==> config.mk <==
export PLATFORM = sky130hd
export DESIGN_NAME = tpfs_out_reg
export DESIGN_NICKNAME = d
export VERILOG_FILES = /design/src/hw/rtl/tpfs_pkg.sv /design/src/hw/rtl/tpfs_out_reg.sv
export SDC_FILE = /design/constraint.sdc
export NUM_CORES = 1
export LEC_CHECK = 0
export BUFFER_PORTS_ARGS = -buffer_cell sky130_fd_sc_hd__buf_4
export CORE_AREA = 2 2 46 48
export CTS_CLUSTER_SIZE = 20
export DETAILED_ROUTE_END_ITERATION = 8
export DIE_AREA = 0 0 48 50
export GPL_TIMING_DRIVEN = 1
export PLACE_DENSITY = 0.86
export REMOVE_ABC_BUFFERS = 1
export SETUP_SLACK_MARGIN = 0.3
export SYNTH_ARGS = -nofsm -noshare
export SYNTH_HDL_FRONTEND = slang
export SYNTH_SLANG_ARGS = --single-unit
==> constraint.sdc <==
create_clock -name i_clk -period 1.09 [get_ports i_clk]
set_input_delay 0.109 -clock i_clk [delete_from_list [all_inputs] [get_ports i_clk]]
set_output_delay 0.109 -clock i_clk [all_outputs]
set_load 0.005 [all_outputs]
==> src/hw/rtl/tpfs_pkg.sv <==
// ----------------------------------------------------------------------------
// tpfs_pkg
// Shared types and constants of the prefix-free word set checker.
// ----------------------------------------------------------------------------
package tpfs_pkg;

    localparam int NODE_COUNT_DEF = 4096;
    localparam int ALPHABET_DEF   = 10;

    localparam int SYM_W    = 4;
    localparam int STATUS_W = 3;
    localparam int INDEX_W  = 20;

    localparam logic [INDEX_W-1:0] INDEX_MAX = {INDEX_W{1'b1}};

    // result status codes
    localparam logic [STATUS_W-1:0] ST_ACCEPT    = 3'd0;
    localparam logic [STATUS_W-1:0] ST_SET_GOOD  = 3'd1;
    localparam logic [STATUS_W-1:0] ST_BAD_WORD  = 3'd2;
    localparam logic [STATUS_W-1:0] ST_POOL_FULL = 3'd3;
    localparam logic [STATUS_W-1:0] ST_IGNORED   = 3'd4;

    typedef struct packed {
        logic [SYM_W-1:0] symbol;
        logic             end_of_word;
        logic             end_of_set;
    } t_in_item;

    typedef struct packed {
        logic [STATUS_W-1:0] status;
        logic [INDEX_W-1:0]  word_index;
    } t_out_item;

endpackage

==> src/hw/rtl/tpfs_out_reg.sv <==
// ----------------------------------------------------------------------------
// tpfs_out_reg
// Result output register: holds one result until its transfer completes.
// ----------------------------------------------------------------------------
module tpfs_out_reg
    import tpfs_pkg::*;
(
    input  logic      i_clk,
    input  logic      i_rst_n,
    input  logic      i_load,
    input  t_out_item i_item,
    output logic      o_busy,
    output logic      o_out_valid,
    input  logic      i_out_stall,
    output t_out_item o_out_item
);

    logic      r_valid;
    logic      n_valid;
    t_out_item r_item;

    assign n_valid = i_load | (r_valid & i_out_stall);

    always_ff @(posedge i_clk) begin
        if (!i_rst_n) begin
            r_valid <= 1'b0;
        end else begin
            r_valid <= n_valid;
        end
    end

    always_ff @(posedge i_clk) begin
        if (i_load) begin
            r_item <= i_item;
        end
    end

    assign o_busy      = r_valid & i_out_stall;
    assign o_out_valid = r_valid;
    assign o_out_item  = r_item;

endmodule

### Word-level counts from Yosys, hierarchy flattened

Index checks and enable logic that the tools add are counted.

| operators by class | value |
|---|---|
| bitwise gates (word level) | 2 |

Operator list:

| cell | number |
|---|---|
| AND 1 bit | 1 |
| OR 1 bit | 1 |

| storage, ports and cells | value |
|---|---|
| register bits after elaboration | 24 |
| output and inout port bits | 25 |
| word-level logic and storage cells | 5 |

### Logic depth before layout (Yosys ltp)

| depth | value |
|---|---|
| depth after elaboration | 2 |
| mapped depth | 2 |

### Worst setup path after synthesis

No wires, ideal clock.

| timing | value |
|---|---|
| path type | flip-flop to flip-flop |
| start | register r_valid, in the netlist o_out_valid |
| end | register r_valid, in the netlist o_out_valid |
| setup time | 115 ps |
| arrival time | 602 ps |
| data required time | 975 ps |
| setup slack | 373 ps |
| cell stages (with the launch flop) | 3 |
| path buffers | 0 |
| clock period less this slack | 717 ps |
| cell sequence | dfxtp_1 -> and2_4 -> o21a_1 |

| between the ends | value |
|---|---|
| longest elaborated chain between the ends | 2 |

RTL lines:

| what | line | RTL |
|---|---|---|
| from (decl) | tpfs_out_reg.sv:18 | `logic r_valid;` |
| from (signal assigned) | tpfs_out_reg.sv:28 | `r_valid <= n_valid;` |
| AND 1 bit | - |  |
| net o_busy | tpfs_out_reg.sv:12 | `output logic o_busy,` |
| OR 1 bit | tpfs_out_reg.sv:22 | `assign n_valid = i_load \| (r_valid & i_out_stall);` |

The timed path passes the listed nets, and every way through them passes these cells.
A chain may end at the register's enable or synchronous reset.

### Worst setup path after layout

| timing | value |
|---|---|
| start | register r_valid, in the netlist o_out_valid |
| end | output o_busy |

| between the ends | value |
|---|---|
| longest elaborated chain between the ends | 1 |

RTL lines:

| what | line | RTL |
|---|---|---|
| AND 1 bit | tpfs_out_reg.sv:38 | `assign o_busy = r_valid & i_out_stall;` |
| to (decl) | tpfs_out_reg.sv:12 |  |

Every way passes these cells.

==> metrics.md <==
| Metric | Value |
|---|---|
| Initial DRC count | 0 |
| Antenna cells | 0 |
| Crit-path cells | and2_4 > buf_6 |
| Inserted Clock Buffers | 3 |
| Detail Route Antenna Nets | 0 |
| DRT Pass-1 Iters | 1 |
| Vias per std cell | 4.33 |
| Crit path capture type | output port |
| Mean post-synth cell area | 28.0 um^2 |
| Core Footprint | 1900 um^2 |
| Row count | 16 |
| Setup tns final | 0 ns |
| Final core utilization | 75.7% |
| Layout cells sized above 1 | 54.3% |
| FMAX | 1010 MHz |
| Worst slew pin tran | 0.300 ns |
| Largest net degree at the start of global routing | 25 |
| Tmin final | 0.989 ns |
| Area after DPL | 1140 um^2 |
| Leakage power | 0.612 nW |
| RSZ-0062 raised after global routing | yes |
| Synth area leader | edfxtp_1 |
| Final Hold Viols | 0 |
| Final net count | 133 |
| Vias in the first global route | 621 |
| Final WL | 1.89 mm |
| Number of distinct library cells after synthesis | 4 |
| Final instance area | 1440 um^2 |
| Data arrival, critical path | 0.88 ns |
| Worst path slowest cell | dfxtp_2 |
| Hold slack final | 0.0159 ns |
| Total of max-cap violations | 0 |
| Post-synth top area share | 95.0% |
| GRT overflow | 0 |
| Clk_skew | 0 ns |
| Synthesized cell area | 727 um^2 |
| Clock Sink Count | 24 |
| Clock Tree Root | clkbuf_4 |
| Pwr Density | 1250 nW/um^2 |
| DR WL/cell | 14.3 um |
| Seq cells post-synth | 24 |
| Clock Path Buffers | 2 |
| Slew Viols, Final | 0 |
| IO Pins | 52 |
| Max stage delay on crit path | 0.34 ns |
| Placer Congestion | 0.676 |
| Initial Util | 38.2% |
| CTS clk-pin slew, worst paths | 0.12 ns |
| Crit path buf inv count | 1 |
| H-tree lvl count | 1 |
| Antenna violations before repair | 0 |
| Tot GR Track Use | 16.8% |
| Top delay family on crit path | flip-flops |
| Area growth syn-to-layout | 97.9% |
| CP Class | reg2out |
| Layout Cells excl Fill | 132 |
| Worst hold path class | in2reg |
| CP Max Fanout | 2 |
| Die Y | 50 um |
| Residual DRC | 0 |
| Worst Path Required | 0.98 ns |
| Clock tree from TritonCTS | done |
| Top post-synthesis cells by area | edfxtp_1, dfxtp_1, and2_4 |
| Rel. slew slack | 80.0% |
| Seq/Total Area, Yosys | 97.8% |
| Port bufs | 51 |
| Worst-skew pair later-pin latency | 0.30 ns |
| Die area | 2400 um^2 |
| First-pass GRT wire length | 2.71 mm |
| Ys Warns | 0 |
| Die width | 48 um |
| Placed cell count | 104 |
| Period utilization | 90.8% |
| Setup violators final | 0 |
| Status | finished, final reports clean |
| Cells after synthesis | 26 |
| CP startpoint kind | flip-flop |
| Maximum VDD drop | 0.000836 V |
| Vias post-DR | 572 |
==> cells in the mapped netlist (all sizes together) <==
| cell | n |
|---|---|
| o21a | 1 |
| and2 | 1 |
| dfxtp | 1 |
| edfxtp | 23 |
==> power breakdown <==
group	switching (mW)	internal, mW
sequential	0.0251	1.09
combinational	0.0843	0.211
clock	0.249	0.134
total	0.358	1.43
==> through the flow <==
stage / setup WS [ns] / power (mW)
floorplan: 0.373 / 1.14
global placement: 0.385 / 1.33
detailed placement: 0.362 / 1.34
CTS: 0.0874 / 1.78
global route: 0.0499 / 1.88
finish: 0.101 / 1.79
==> metal layers <==
layer	GRT usage (%)	vias to the layer above	routed length [um]
met4	8.11	0	10
met5	0	-	0
met1	17.5	264	723
li1	-	261	-
met2	29.1	45	935
met3	4.76	2	216
==> cells in the final DEF, fill, tap and decap left out, drive strengths merged <==
master / count
edfxtp: 23
clkinv: 1
o21a: 1
and2: 1
dlygate4sd3: 23
buf: 52
clkbuf: 3
dfxtp: 1
==> sequential cells by signal, summed over array words and instances (netlist names) <==
signal / count
o_out_item: 23
o_out_valid: 1
==> cell families after synthesis <==
family           share of synthesized area, %
flip-flops                               97.8
AO/OA/AOI/OAI                            1.03
AND/OR/NAND/NOR                          1.21
==> layout make-up <==
cell class	count	area [um^2]
multi-input cells	2	16.3
repair buffers	75	651
flip-flops and latches	24	712
clock inverters	1	3.75
fillers	111	463
clock buffers	3	22.5
well taps	27	33.8
==> repair_timing <==
item	CTS	global route
hold endpoints to repair	23	0
setup buffers	0	1
endpoints found under the setup margin	25	25
hold buffers	23	0
pin swaps	1	0
gates resized for setup	2	7
==> path summary, 6_finish.rpt <==
check	to	from	slack, ns	depth (start not counted)
setup / recovery	o_busy	o_out_valid	0.10	2
hold / removal	o_out_valid	i_rst_n	0.02	2
setup reg to reg	o_out_valid	o_out_valid	0.36	2
hold reg to reg	o_out_valid	o_out_valid	0.62	2
Power figures use the tool's default switching activity.
